### config.mk
export PLATFORM = sky130hd
export DESIGN_NAME = deadline_timer_queue_core
export DESIGN_NICKNAME = d
export VERILOG_FILES = /design/src/hdl/dtq_pkg.sv /design/src/hdl/dtq_cell.sv /design/src/hdl/deadline_timer_queue_core.sv
export SDC_FILE = /design/constraint.sdc
export NUM_CORES = 2
export LEC_CHECK = 0
export BUFFER_PORTS_ARGS = -buffer_cell sky130_fd_sc_hd__buf_2
export CORE_ASPECT_RATIO = 1.1
export CORE_MARGIN = 1.5
export CORE_UTILIZATION = 29
export CTS_CLUSTER_DIAMETER = 120
export CTS_CLUSTER_SIZE = 20
export DETAILED_ROUTE_END_ITERATION = 8
export PLACE_DENSITY_LB_ADDON = 0.05
export SLEW_MARGIN = 20
export SYNTH_ARGS = -nofsm -noshare
export SYNTH_HDL_FRONTEND = slang
export SYNTH_SLANG_ARGS = --single-unit
### constraint.sdc
create_clock -name clk_i -period 93.8 [get_ports clk_i]
set_input_delay 9.38 -clock clk_i [delete_from_list [all_inputs] [get_ports clk_i]]
set_output_delay 9.38 -clock clk_i [all_outputs]
set_load 0.02 [all_outputs]
### src/hdl/dtq_pkg.sv
// dtq_pkg: shared types and codes for the deadline timer queue
// no dependencies
package dtq_pkg;
  localparam int IdW = 64;
  localparam int DueW = 48;
  localparam int CtxW = 32;
  localparam int OrdW = 32;
  localparam int ResultCap = 16;

  localparam logic [1:0] OpSched = 2'd0;
  localparam logic [1:0] OpCancel = 2'd1;
  localparam logic [1:0] OpTick = 2'd2;
  localparam logic [1:0] OpIgnore = 2'd3;

  localparam logic [1:0] StOk = 2'd0;
  localparam logic [1:0] StBusy = 2'd1;
  localparam logic [1:0] StNotFound = 2'd2;

  // entry travelling along the cell chain
  typedef struct packed {
    logic            vld;
    logic [IdW-1:0]  id;
    logic [DueW-1:0] due;
    logic [OrdW-1:0] ord;
    logic [CtxW-1:0] ctx;
  } entry_t;

  // chain control: shift reaches every cell, the rest shapes the entry fed to cell 0
  typedef struct packed {
    logic            shift;   // rotate chain by one cell
    logic            clr_tail; // invalidate the entry leaving the last cell
    logic            wr_tail; // write new entry into cell 0 in place of the one leaving the last cell
    entry_t          wdata;
  } cell_ctl_t;
endpackage

### src/hdl/dtq_cell.sv
// dtq_cell: one storage cell of the rotating entry chain
// depends on dtq_pkg
module dtq_cell import dtq_pkg::*; (
  input  logic   clk_i,
  input  logic   rst_ni,
  input  logic   shift_i,
  input  entry_t prev_i,
  output entry_t entry_o
);
  entry_t ent_q;
  logic   vld_q;

  always_ff @(posedge clk_i or negedge rst_ni) begin
    if (!rst_ni) begin
      vld_q <= 1'b0;
    end else if (shift_i) begin
      vld_q <= prev_i.vld;
    end
  end

  always_ff @(posedge clk_i) begin
    if (shift_i) begin
      ent_q <= prev_i;
    end
  end

  always_comb begin
    entry_o = ent_q;
    entry_o.vld = vld_q;
  end
endmodule

### src/hdl/deadline_timer_queue_core.sv
// deadline_timer_queue_core: deadline store built as a rotating chain of cells
// depends on dtq_pkg, dtq_cell
//
// channel  direction  signals
// in       sink       in_valid_i / in_ready_o, operation_i .. now_time_i
// out      source     out_valid_o / out_ready_i, status_o .. last_result_o
//
// cancel: result after one full rotation of the chain once the request is taken
// schedule: one rotation, then a search for a free cell when a new entry needs one
// tick: first result after a find pass plus a take pass, each further one after
// another take pass once the previous is taken; nothing due: after the find pass
// ignored operation: result in the cycle after the request; one request at a time
// reset clears all valid bits and the order counter; a stalled result holds all
module deadline_timer_queue_core import dtq_pkg::*; #(
  parameter int SLOTS = 16,
  parameter int MAX_PER_TICK = 16,
  parameter int TIME_BITS = 48
) (
  input  logic            clk_i,
  input  logic            rst_ni,
  input  logic            in_valid_i,
  output logic            in_ready_o,
  input  logic [1:0]      operation_i,
  input  logic [IdW-1:0]  timer_id_i,
  input  logic [DueW-1:0] due_time_i,
  input  logic [CtxW-1:0] context_word_i,
  input  logic [DueW-1:0] now_time_i,
  output logic            out_valid_o,
  input  logic            out_ready_i,
  output logic [1:0]      status_o,
  output logic            expired_valid_o,
  output logic [IdW-1:0]  expired_timer_id_o,
  output logic [CtxW-1:0] expired_context_o,
  output logic            last_result_o
);
  localparam int CntW = $clog2(SLOTS);
  localparam int Limit = (MAX_PER_TICK < ResultCap) ? MAX_PER_TICK : ResultCap;
  localparam int LimW = $clog2(Limit + 1);
  localparam logic [DueW-1:0] TimeMask = DueW'({TIME_BITS{1'b1}});

  typedef enum logic [5:0] {
    S_IDLE = 6'b000001,
    S_SCAN = 6'b000010,
    S_INS  = 6'b000100,
    S_FIND = 6'b001000,
    S_TAKE = 6'b010000,
    S_OUT  = 6'b100000
  } state_e;

  state_e state_q, state_d;
  entry_t chain [SLOTS];
  entry_t head;
  entry_t feed;
  entry_t new_ent;
  cell_ctl_t ctl;

  logic [1:0]      op_q;
  logic [IdW-1:0]  id_q;
  logic [DueW-1:0] due_q, now_q;
  logic [CtxW-1:0] ctx_q;
  logic [CntW-1:0] cnt_q, cnt_d;
  logic [OrdW-1:0] next_ord_q;
  logic            hit_q, free_q;
  logic            cand_vld_q, cand_vld_d;
  logic [DueW-1:0] cand_due_q, cand_due_d;
  logic [OrdW-1:0] cand_ord_q, cand_ord_d;
  logic [IdW-1:0]  cand_id_q, cand_id_d;
  logic [CtxW-1:0] cand_ctx_q, cand_ctx_d;
  logic [DueW-1:0] tgt_due_q;
  logic [OrdW-1:0] tgt_ord_q;
  logic [IdW-1:0]  tgt_id_q;
  logic [CtxW-1:0] tgt_ctx_q;
  logic [LimW-1:0] emit_q;
  logic [1:0]      st_q;
  logic            ev_q, last_q;
  logic [IdW-1:0]  eid_q;
  logic [CtxW-1:0] ectx_q;

  logic id_match, due_ok, is_tgt, take_head, last_cyc;
  logic ord_free, hit_any, free_any;

  assign head = chain[SLOTS-1];

  // entry arriving at cell 0 is the one leaving the last cell, possibly modified
  always_comb begin
    feed = head;
    if (ctl.clr_tail) feed.vld = 1'b0;
    if (ctl.wr_tail)  feed = ctl.wdata;
  end

  for (genvar g = 0; g < SLOTS; g++) begin : g_cell
    dtq_cell u_cell (
      .clk_i   (clk_i),
      .rst_ni  (rst_ni),
      .shift_i (ctl.shift),
      .prev_i  (g == 0 ? feed : chain[(g == 0) ? 0 : g-1]),
      .entry_o (chain[g])
    );
  end

  assign ord_free = next_ord_q != '1;
  assign id_match = head.vld && head.id == id_q;
  assign due_ok = head.vld && head.due <= now_q;
  assign is_tgt = head.vld && head.due == tgt_due_q && head.ord == tgt_ord_q;
  assign last_cyc = cnt_q == CntW'(SLOTS - 1);
  assign hit_any = hit_q || id_match;
  assign free_any = free_q || !head.vld;

  // earliest due entry seen so far in this pass, skipping the one being taken
  assign take_head = due_ok && !(state_q == S_TAKE && is_tgt) &&
                     (!cand_vld_q || head.due < cand_due_q ||
                      (head.due == cand_due_q && head.ord < cand_ord_q));

  always_comb begin
    cand_vld_d = cand_vld_q;
    cand_due_d = cand_due_q;
    cand_ord_d = cand_ord_q;
    cand_id_d  = cand_id_q;
    cand_ctx_d = cand_ctx_q;
    if (take_head) begin
      cand_vld_d = 1'b1;
      cand_due_d = head.due;
      cand_ord_d = head.ord;
      cand_id_d  = head.id;
      cand_ctx_d = head.ctx;
    end
  end

  always_comb begin
    new_ent.vld = 1'b1;
    new_ent.id  = id_q;
    new_ent.due = due_q;
    new_ent.ord = next_ord_q;
    new_ent.ctx = ctx_q;
  end

  // slot position is never visible outside, so any free cell takes a new entry
  always_comb begin
    state_d = state_q;
    cnt_d = cnt_q;
    ctl = '0;
    ctl.wdata = new_ent;
    unique case (state_q)
      S_IDLE: begin
        if (in_valid_i) begin
          cnt_d = '0;
          unique case (operation_i)
            OpTick: state_d = S_FIND;
            OpSched, OpCancel: state_d = S_SCAN;
            default: state_d = S_OUT;
          endcase
        end
      end
      S_SCAN: begin
        ctl.shift = 1'b1;
        if (op_q == OpCancel && id_match) ctl.clr_tail = 1'b1;
        if (op_q == OpSched && ord_free && id_match) ctl.wr_tail = 1'b1;
        cnt_d = cnt_q + 1'b1;
        if (last_cyc) begin
          cnt_d = '0;
          state_d = (op_q == OpSched && ord_free && !hit_any && free_any) ? S_INS : S_OUT;
        end
      end
      S_INS: begin
        ctl.shift = 1'b1;
        if (!head.vld) begin
          ctl.wr_tail = 1'b1;
          state_d = S_OUT;
        end
      end
      S_FIND: begin
        ctl.shift = 1'b1;
        cnt_d = cnt_q + 1'b1;
        if (last_cyc) begin
          cnt_d = '0;
          state_d = cand_vld_d ? S_TAKE : S_OUT;
        end
      end
      S_TAKE: begin
        ctl.shift = 1'b1;
        if (is_tgt) ctl.clr_tail = 1'b1;
        cnt_d = cnt_q + 1'b1;
        if (last_cyc) begin
          cnt_d = '0;
          state_d = S_OUT;
        end
      end
      S_OUT: begin
        if (out_ready_i) begin
          cnt_d = '0;
          state_d = (op_q == OpTick && !last_q) ? S_TAKE : S_IDLE;
        end
      end
      default: state_d = S_IDLE;
    endcase
  end

  assign in_ready_o = state_q == S_IDLE;

  always_ff @(posedge clk_i or negedge rst_ni) begin
    if (!rst_ni) begin
      state_q <= S_IDLE;
      cnt_q <= '0;
      next_ord_q <= '0;
      hit_q <= 1'b0;
      free_q <= 1'b0;
      cand_vld_q <= 1'b0;
      emit_q <= '0;
    end else begin
      state_q <= state_d;
      cnt_q <= cnt_d;
      unique case (state_q)
        S_IDLE: begin
          hit_q <= 1'b0;
          free_q <= 1'b0;
          cand_vld_q <= 1'b0;
          emit_q <= '0;
        end
        S_SCAN: begin
          if (id_match) hit_q <= 1'b1;
          if (!head.vld) free_q <= 1'b1;
          if (last_cyc && op_q == OpSched && ord_free && hit_any)
            next_ord_q <= next_ord_q + 1'b1;
        end
        S_INS: begin
          if (!head.vld) next_ord_q <= next_ord_q + 1'b1;
        end
        S_FIND, S_TAKE: begin
          cand_vld_q <= last_cyc ? 1'b0 : cand_vld_d;
          if (last_cyc && state_q == S_TAKE) emit_q <= emit_q + 1'b1;
        end
        default: ;
      endcase
    end
  end

  always_ff @(posedge clk_i) begin
    if (state_q == S_IDLE && in_valid_i) begin
      op_q <= operation_i;
      id_q <= timer_id_i;
      due_q <= due_time_i & TimeMask;
      ctx_q <= context_word_i;
      now_q <= now_time_i & TimeMask;
    end
    if (state_q == S_FIND || state_q == S_TAKE) begin
      cand_due_q <= cand_due_d;
      cand_ord_q <= cand_ord_d;
      cand_id_q <= cand_id_d;
      cand_ctx_q <= cand_ctx_d;
      // the best entry of this pass is the one taken by the next pass
      if (last_cyc) begin
        tgt_due_q <= cand_due_d;
        tgt_ord_q <= cand_ord_d;
        tgt_id_q <= cand_id_d;
        tgt_ctx_q <= cand_ctx_d;
      end
    end
  end

  // result fields
  always_ff @(posedge clk_i) begin
    unique case (state_q)
      S_IDLE: begin
        if (in_valid_i) begin
          st_q <= StOk;
          ev_q <= 1'b0;
          last_q <= 1'b1;
        end
      end
      S_SCAN: begin
        if (last_cyc) begin
          if (op_q == OpCancel) st_q <= hit_any ? StOk : StNotFound;
          else if (!ord_free) st_q <= StBusy;
          else st_q <= (hit_any || free_any) ? StOk : StBusy;
        end
      end
      S_TAKE: begin
        if (last_cyc) begin
          st_q <= StOk;
          ev_q <= 1'b1;
          eid_q <= tgt_id_q;
          ectx_q <= tgt_ctx_q;
          last_q <= !cand_vld_d || (emit_q + 1'b1) == LimW'(Limit);
        end
      end
      default: ;
    endcase
  end

  assign out_valid_o = state_q == S_OUT;
  assign status_o = st_q;
  assign expired_valid_o = ev_q;
  assign expired_timer_id_o = ev_q ? eid_q : '0;
  assign expired_context_o = ev_q ? ectx_q : '0;
  assign last_result_o = last_q;

`ifndef SYNTHESIS
  a_ready_idle: assert property (@(posedge clk_i) disable iff (!rst_ni)
    in_ready_o |-> !out_valid_o) else $error("ready while result pending");
  a_out_hold: assert property (@(posedge clk_i) disable iff (!rst_ni)
    out_valid_o && !out_ready_i |=> out_valid_o && $stable(status_o))
    else $error("result dropped");
  a_emit_lim: assert property (@(posedge clk_i) disable iff (!rst_ni)
    emit_q <= LimW'(Limit)) else $error("too many expiries");
`endif
endmodule
## Yosys cells after proc, flatten, opt, wreduce, memory -nomap -nowiden

Cells that the tools add are included.

| storage, ports and cells | value |
|---|---|
| flip-flop bits (word level) | 3528 |

| operators by class | value |
|---|---|
| order comparisons | 3 |
| reduce and logical (&&, ||, !) cells | 54 |
| $add $sub $neg | 3 |
| multiplexer cells | 56 |
| equal/unequal tests | 27 |

Operators with widths:

| kind | number |
|---|---|
| 2-to-1 mux 177 bit | 1 |
| 2-to-1 mux 32 bit | 5 |
| 2-to-1 mux 64 bit | 2 |
| == test 48 bit | 2 |
| == test 64 bit | 1 |
| case mux 32 bit (2 select lines) | 1 |
| <= comparator 48 bit | 1 |
| less-than comparator 48 bit | 1 |
| 2-to-1 mux 48 bit | 1 |
| 2-to-1 mux 6 bit | 8 |
| case mux 6 bit (6 select lines) | 1 |
| adder 32 x 1 -> 32 bit, second input constant | 1 |
| == test 32 bit | 1 |
| less-than comparator 32 bit | 1 |
| inequality test 32 bit, second input constant | 1 |
| logical AND 1 bit | 19 |
| inequality test 2 bit, second input constant | 9 |
| 2-to-1 mux 1 bit | 16 |
| case mux 1 bit (2 select lines) | 7 |
| 2-to-1 mux 4 bit | 3 |
| case mux 4 bit (3 select lines) | 1 |
| case mux 6 bit (2 select lines) | 1 |
| 2-to-1 mux 2 bit | 5 |
| 2-to-1 mux 5 bit | 2 |
| other kinds (27) | 52 |

## Longest topological paths before layout

| logic depth | value |
|---|---|
| depth in word-level cells | 12 |
| gate-level depth with buffers | 13 |
| depth with buffers taken out | 10 |

## Cells and area by module

A second synthesis with hierarchy kept.

| second synthesis, totals | value |
|---|---|
| cell total of the unflattened synthesis | 5019 |
| area total of the unflattened synthesis | 117331.3 sq um |

Modules (own cells, without submodules):

| module | area each (sq um) | sequential area each (sq um) | instances | cells each |
|---|---|---|---|---|
| dtq_cell | 5332.6 | 5310.1 | 16 | 179 |
| deadline_timer_queue_core | 32009.4 | 20651.1 | 1 | 2155 |

## Least setup slack after synthesis

OpenSTA, ideal clock, no wires.

| timing | value |
|---|---|
| path kind | register to register |
| start | register state_q[1] |
| end | register g_cell[10].u_cell.vld_q |
| library setup time | 0.277 ns |
| arrival | 86.837 ns |
| stages on the path, launching flop included | 8 |
| buffers on the path | 2 |
| period minus slack after synthesis | 87.114 ns |
| path slack | 6.686 ns |
| cells stage by stage | dfrtp_1 clkbuf_1 nor3_2 nand2_1 or3b_2 nand3_1 clkbuf_1 mux2_2 |

RTL lines:

| what | RTL line | text |
|---|---|---|
| from (decl) | deadline_timer_queue_core.sv:50 | `state_e state_q, state_d;` |
| from (signal assigned) | deadline_timer_queue_core.sv:210 | `state_q <= state_d;` |
| to (signal assigned) | dtq_cell.sv:17 | `vld_q <= prev_i.vld;` |
| to (decl) | dtq_cell.sv:11 | `logic vld_q;` |

## Final worst setup path

| timing | value |
|---|---|
| start | register ev_q, in the netlist expired_valid_o |
| end | output expired_timer_id_o[37] |

| between the ends | value |
|---|---|
| longest elaborated chain between the ends | 1 |

RTL lines:

| what | RTL line | text |
|---|---|---|
| from (decl) | deadline_timer_queue_core.sv:75 | `logic ev_q, last_q;` |
| from (signal assigned) | deadline_timer_queue_core.sv:266 | `ev_q <= 1'b0;` |
| from (signal assigned) | deadline_timer_queue_core.sv:280 | `ev_q <= 1'b1;` |
| 2-to-1 mux 64 bit | deadline_timer_queue_core.sv:293 | `assign expired_timer_id_o = ev_q ? eid_q : '0;` |
| to (decl) | deadline_timer_queue_core.sv:32 | `output logic [IdW-1:0] expired_timer_id_o,` |

Every way passes these cells.

==> results.json <==
{
  "status": "completed",
  "finalCoreUtilization": 0.325,
  "worstPathMaxFanout": 73,
  "globalRoute.totalOverflow": 0,
  "cp-start-kind": "flop",
  "initial_utilization": 0.291,
  "max_clk_rate_mhz": 82.2,
  "cp-end-kind": "primary output",
  "top_level_ports": 300,
  "mostFrequentLayoutCells": "sky130_fd_sc_hd__edfxtp_1 (3462), sky130_fd_sc_hd__buf_2 (298), sky130_fd_sc_hd__mux2_2 (220)",
  "grt_pass1_vias": 46287,
  "grt_first_pass_wirelength_um": 331000,
  "async_reset_ff_frac": 0.0187,
  "final-max-slew-violation-count": 0,
  "clk_pin_slew_worst_paths_ps": 80,
  "clock_tree.buffer_depth": 4,
  "combined_global_route_utilization_of_all_metal_layers": 0.108,
  "fin_area_um2": 131000,
  "cpLargestDelayFamily": "buffers and inverters",
  "p_comb_frac": 0.105,
  "worstHoldPathType": "flop to flop",
  "die_area_um2": 409000,
  "gp_congestion": 0.708,
  "seqPwrFrac": 0.651,
  "slowest_stage": "sky130_fd_sc_hd__buf_4",
  "dp.final_hpwl_um": 132000,
  "final.period_utilization": 0.130,
  "min_period_ps": 12160,
  "cp.required_ps": 84420,
  "final_common_cell": "sky130_fd_sc_hd__edfxtp_1",
  "cts_tree": "done",
  "rows": 245,
  "cts.root.buffer_cell": "sky130_fd_sc_hd__clkbuf_16",
  "detail_route.wirelength_um": 224000,
  "finalSetupViolations": 0,
  "maxCapViolations": 0,
  "synth_nets": 5308,
  "detail_route.vias_per_cell": 4.18,
  "layout.nets": 5822,
  "synth.top_cell.area_share": 0.885,
  "worst_path_most_repeated_cell": "sky130_fd_sc_hd__buf_4",
  "floorplan.core_area_um2": 404000,
  "ys_seq_elements": 3528,
  "rsz0062_at_grt": "no",
  "cts_num_sinks": 3528,
  "post_synth_num_cell_types": 67,
  "h-tree-depth": 4,
  "critical_path.n_buffers_inverters": 3,
  "finalClockSkew_ps": 70.2,
  "ys.flop_type": "sky130_fd_sc_hd__edfxtp_1",
  "initialDrtViolationCount": 3949,
  "timing.final.hold_violations": 0,
  "synth.cell_area_um2": 118000,
  "synth.yosys.seq_area_share": 0.899,
  "postRouteAntennaNets": 0,
  "die_w_um": 610,
  "drc_markers": 0,
  "worstPathArrival_ps": 2780,
  "crit_path_cell_trace": "buf_4 -> buf_4 -> and2_1 -> buf_2",
  "grt_antenna_before_repair": 17,
  "vias": 45388,
  "yosys_warnings": 0,
  "syn-mean-instance-area_um2": 23.6,
  "clkLatencyLatePin_ps": 910,
  "portBuffers": 299,
  "p_per_area_nw_per_um2": 28.1,
  "power_report.internal_total_mw": 2.76,
  "drive_gt1_frac": 0.171,
  "cts_hold_repair.buffers": 0,
  "power_switching_uw": 946,
  "synthTopCellsByArea": "sky130_fd_sc_hd__edfxtp_1 (88%), sky130_fd_sc_hd__mux2_2 (2.1%), sky130_fd_sc_hd__mux2_4 (1.5%)",
  "synth-edff-count": 3462,
  "post_cts_buffers": 0,
  "die_h_um": 671,
  "worst-slew-pin-transition_ps": 1090,
  "cts_resized": 0,
  "placedInstanceArea_um2": 126000,
  "grt_start_max_net_pins": 195,
  "synth_largest_area_cell": "sky130_fd_sc_hd__edfxtp_1",
  "cts-buffers-inserted": 200,
  "routedWlPerCell_um": 20.7,
  "area.growth.synth_to_final_pct": 11.9,
  "max-slew-margin-rel": 0.276,
  "post_synth_inst_count": 4979,
  "timing_worst_setup_path_type": "flop to primary output",
  "power.share.switching": 0.256,
  "firstDrtPassIters": 5,
  "clock_power_share": 0.244,
  "leakage_nw": 41.4,
  "tns_ps": 0,
  "critical-path-max-stage-delay_ps": 600,
  "vdd.ir_drop.worst_mv": 0.0285
}
==> sequential cells by signal, summed over array words and instances, names as in the netlist, 48 cells and up <==
name,flops
now_q,48
eid_q,64
tgt_due_q,48
due_q,48
cand_id_q,64
g_cell.u_cell.entry_o,2816
tgt_id_q,64
id_q,64
cand_due_q,48
==> Yosys cell counts, types with 4 or more instances <==
| library cell | instances |
|---|---|
| sky130_fd_sc_hd__and2_1 | 99 |
| sky130_fd_sc_hd__buf_8 | 11 |
| sky130_fd_sc_hd__or4_1 | 7 |
| sky130_fd_sc_hd__mux2_2 | 220 |
| sky130_fd_sc_hd__a221oi_1 | 6 |
| sky130_fd_sc_hd__o221ai_1 | 4 |
| sky130_fd_sc_hd__and4_1 | 6 |
| sky130_fd_sc_hd__mux2_4 | 119 |
| sky130_fd_sc_hd__nand3_1 | 29 |
| sky130_fd_sc_hd__a2111oi_0 | 7 |
| sky130_fd_sc_hd__a22oi_1 | 4 |
| sky130_fd_sc_hd__nor2b_1 | 17 |
| sky130_fd_sc_hd__dfrtp_1 | 65 |
| sky130_fd_sc_hd__mux2i_1 | 21 |
| sky130_fd_sc_hd__buf_2 | 17 |
| sky130_fd_sc_hd__nand2_1 | 59 |
| sky130_fd_sc_hd__and3_1 | 17 |
| sky130_fd_sc_hd__o2111ai_1 | 5 |
| sky130_fd_sc_hd__xor2_1 | 37 |
| sky130_fd_sc_hd__o21a_1 | 6 |
| sky130_fd_sc_hd__nor2_1 | 25 |
| sky130_fd_sc_hd__a211oi_1 | 9 |
| sky130_fd_sc_hd__ha_1 | 131 |
| sky130_fd_sc_hd__o2bb2ai_1 | 8 |
| sky130_fd_sc_hd__nand2b_1 | 15 |
| sky130_fd_sc_hd__edfxtp_1 | 3462 |
| sky130_fd_sc_hd__xnor2_1 | 93 |
| sky130_fd_sc_hd__a21o_1 | 7 |
| sky130_fd_sc_hd__clkbuf_1 | 26 |
| sky130_fd_sc_hd__nand3b_1 | 4 |
| sky130_fd_sc_hd__inv_1 | 179 |
| sky130_fd_sc_hd__o21ai_0 | 47 |
| sky130_fd_sc_hd__nand4_1 | 71 |
| sky130_fd_sc_hd__a21oi_1 | 47 |
| sky130_fd_sc_hd__a2111o_1 | 4 |
| sky130_fd_sc_hd__nor4_1 | 23 |
| sky130_fd_sc_hd__o211ai_1 | 4 |
| sky130_fd_sc_hd__nor3_1 | 7 |
| sky130_fd_sc_hd__a31oi_1 | 6 |
| sky130_fd_sc_hd__o22ai_1 | 15 |
==> per-layer routing <==
metal | vias to the layer above | global-route usage | share of wire
met5 | - | 0 | 0.000058
met4 | 2 | 0.0270 | 0.024
met3 | 283 | 0.0178 | 0.037
met2 | 586 | 0.168 | 0.46
met1 | 24015 | 0.158 | 0.48
li1 | 20502 | - | -
==> final timing paths <==
| kind | start | endpoint | slack [ps] | depth (start not counted) |
|---|---|---|---|---|
| max in group asynchronous | rst_ni | next_ord_q[21]$_DFFE_PN0P_ | 84740 | 2 |
| worst min-delay path | g_cell[5].u_cell.entry_o[70]$_DFFE_PP_ | g_cell[6].u_cell.entry_o[70]$_DFFE_PP_ | 370 | 0 |
| worst max-delay path | expired_valid_o$_DFFE_PP_ | expired_timer_id_o[37] | 81640 | 4 |
| worst max register to register | state_q[2]$_DFFE_PN0P_ | g_cell[0].u_cell.entry_o[23]$_DFFE_PP_ | 86240 | 10 |
| min in group asynchronous | rst_ni | g_cell[8].u_cell.vld_q$_DFFE_PN0P_ | 8420 | 1 |
| worst min register to register | g_cell[5].u_cell.entry_o[70]$_DFFE_PP_ | g_cell[6].u_cell.entry_o[70]$_DFFE_PP_ | 370 | 0 |
==> cell families (layout without fill, tap and decap cells) <==
| family | after synthesis | after routing | synth area share |
|---|---|---|---|
| AO/OA/AOI/OAI | 196 | 196 | 0.0110 |
| XOR/XNOR | 130 | 130 | 0.00969 |
| adder cells (fa/ha/maj) | 131 | 131 | 0.0139 |
| buffers and inverters | 239 | 800 | 0.00915 |
| flip-flops | 3528 | 3528 | 0.899 |
| multiplexers | 360 | 360 | 0.0381 |
| other | 0 | 11 | 0 |
| AND/OR/NAND/NOR | 395 | 395 | 0.0196 |
==> power by group through the flow <==
stage,combinational [mW],sequential (mW),clock [mW]
2_1_floorplan,0.255,4.06,0
3_3_place_gp,0.396,2.45,0
3_5_place_dp,0.407,2.45,0
4_1_cts,0.407,2.42,0.961
5_1_grt,0.439,2.46,1.01
6_report,0.390,2.41,0.903
==> worst register-to-register path, stage by stage, from the launching register on <==
cell and delay [ps]:
sky130_fd_sc_hd__dfrtp_1 480, sky130_fd_sc_hd__nor4_1 480, sky130_fd_sc_hd__nand3b_1 430, sky130_fd_sc_hd__nand3_4 770
sky130_fd_sc_hd__buf_4 850, sky130_fd_sc_hd__buf_4 890, sky130_fd_sc_hd__buf_4 660, sky130_fd_sc_hd__buf_4 750
sky130_fd_sc_hd__buf_4 890, sky130_fd_sc_hd__buf_4 730, sky130_fd_sc_hd__buf_12 310
==> per-stage QoR <==
stage                     worst slack, ps  power, mW  hold slack, ps  std cells
after floorplan                      6690       4.31             400       4979
after global placement              81850       2.84             400      10598
after detailed placement            81820       2.86             405      10598
after CTS                           81390       3.79             352      10847
after global routing                81320       3.90             361      10851
final                               81640       3.70             367      10861
==> area by class of cell <==
type,instances,area (um2)
clock inverter,13,193
timing repair buffer,372,2180
clock buffer,236,5230
sequential,3528,106000
multi-input combinational,1212,10900
fill,38256,273000
antenna,11,27.5
inverter,179,692
tap,5310,6640
No activity file was read; power rests on OpenSTA's default activity.
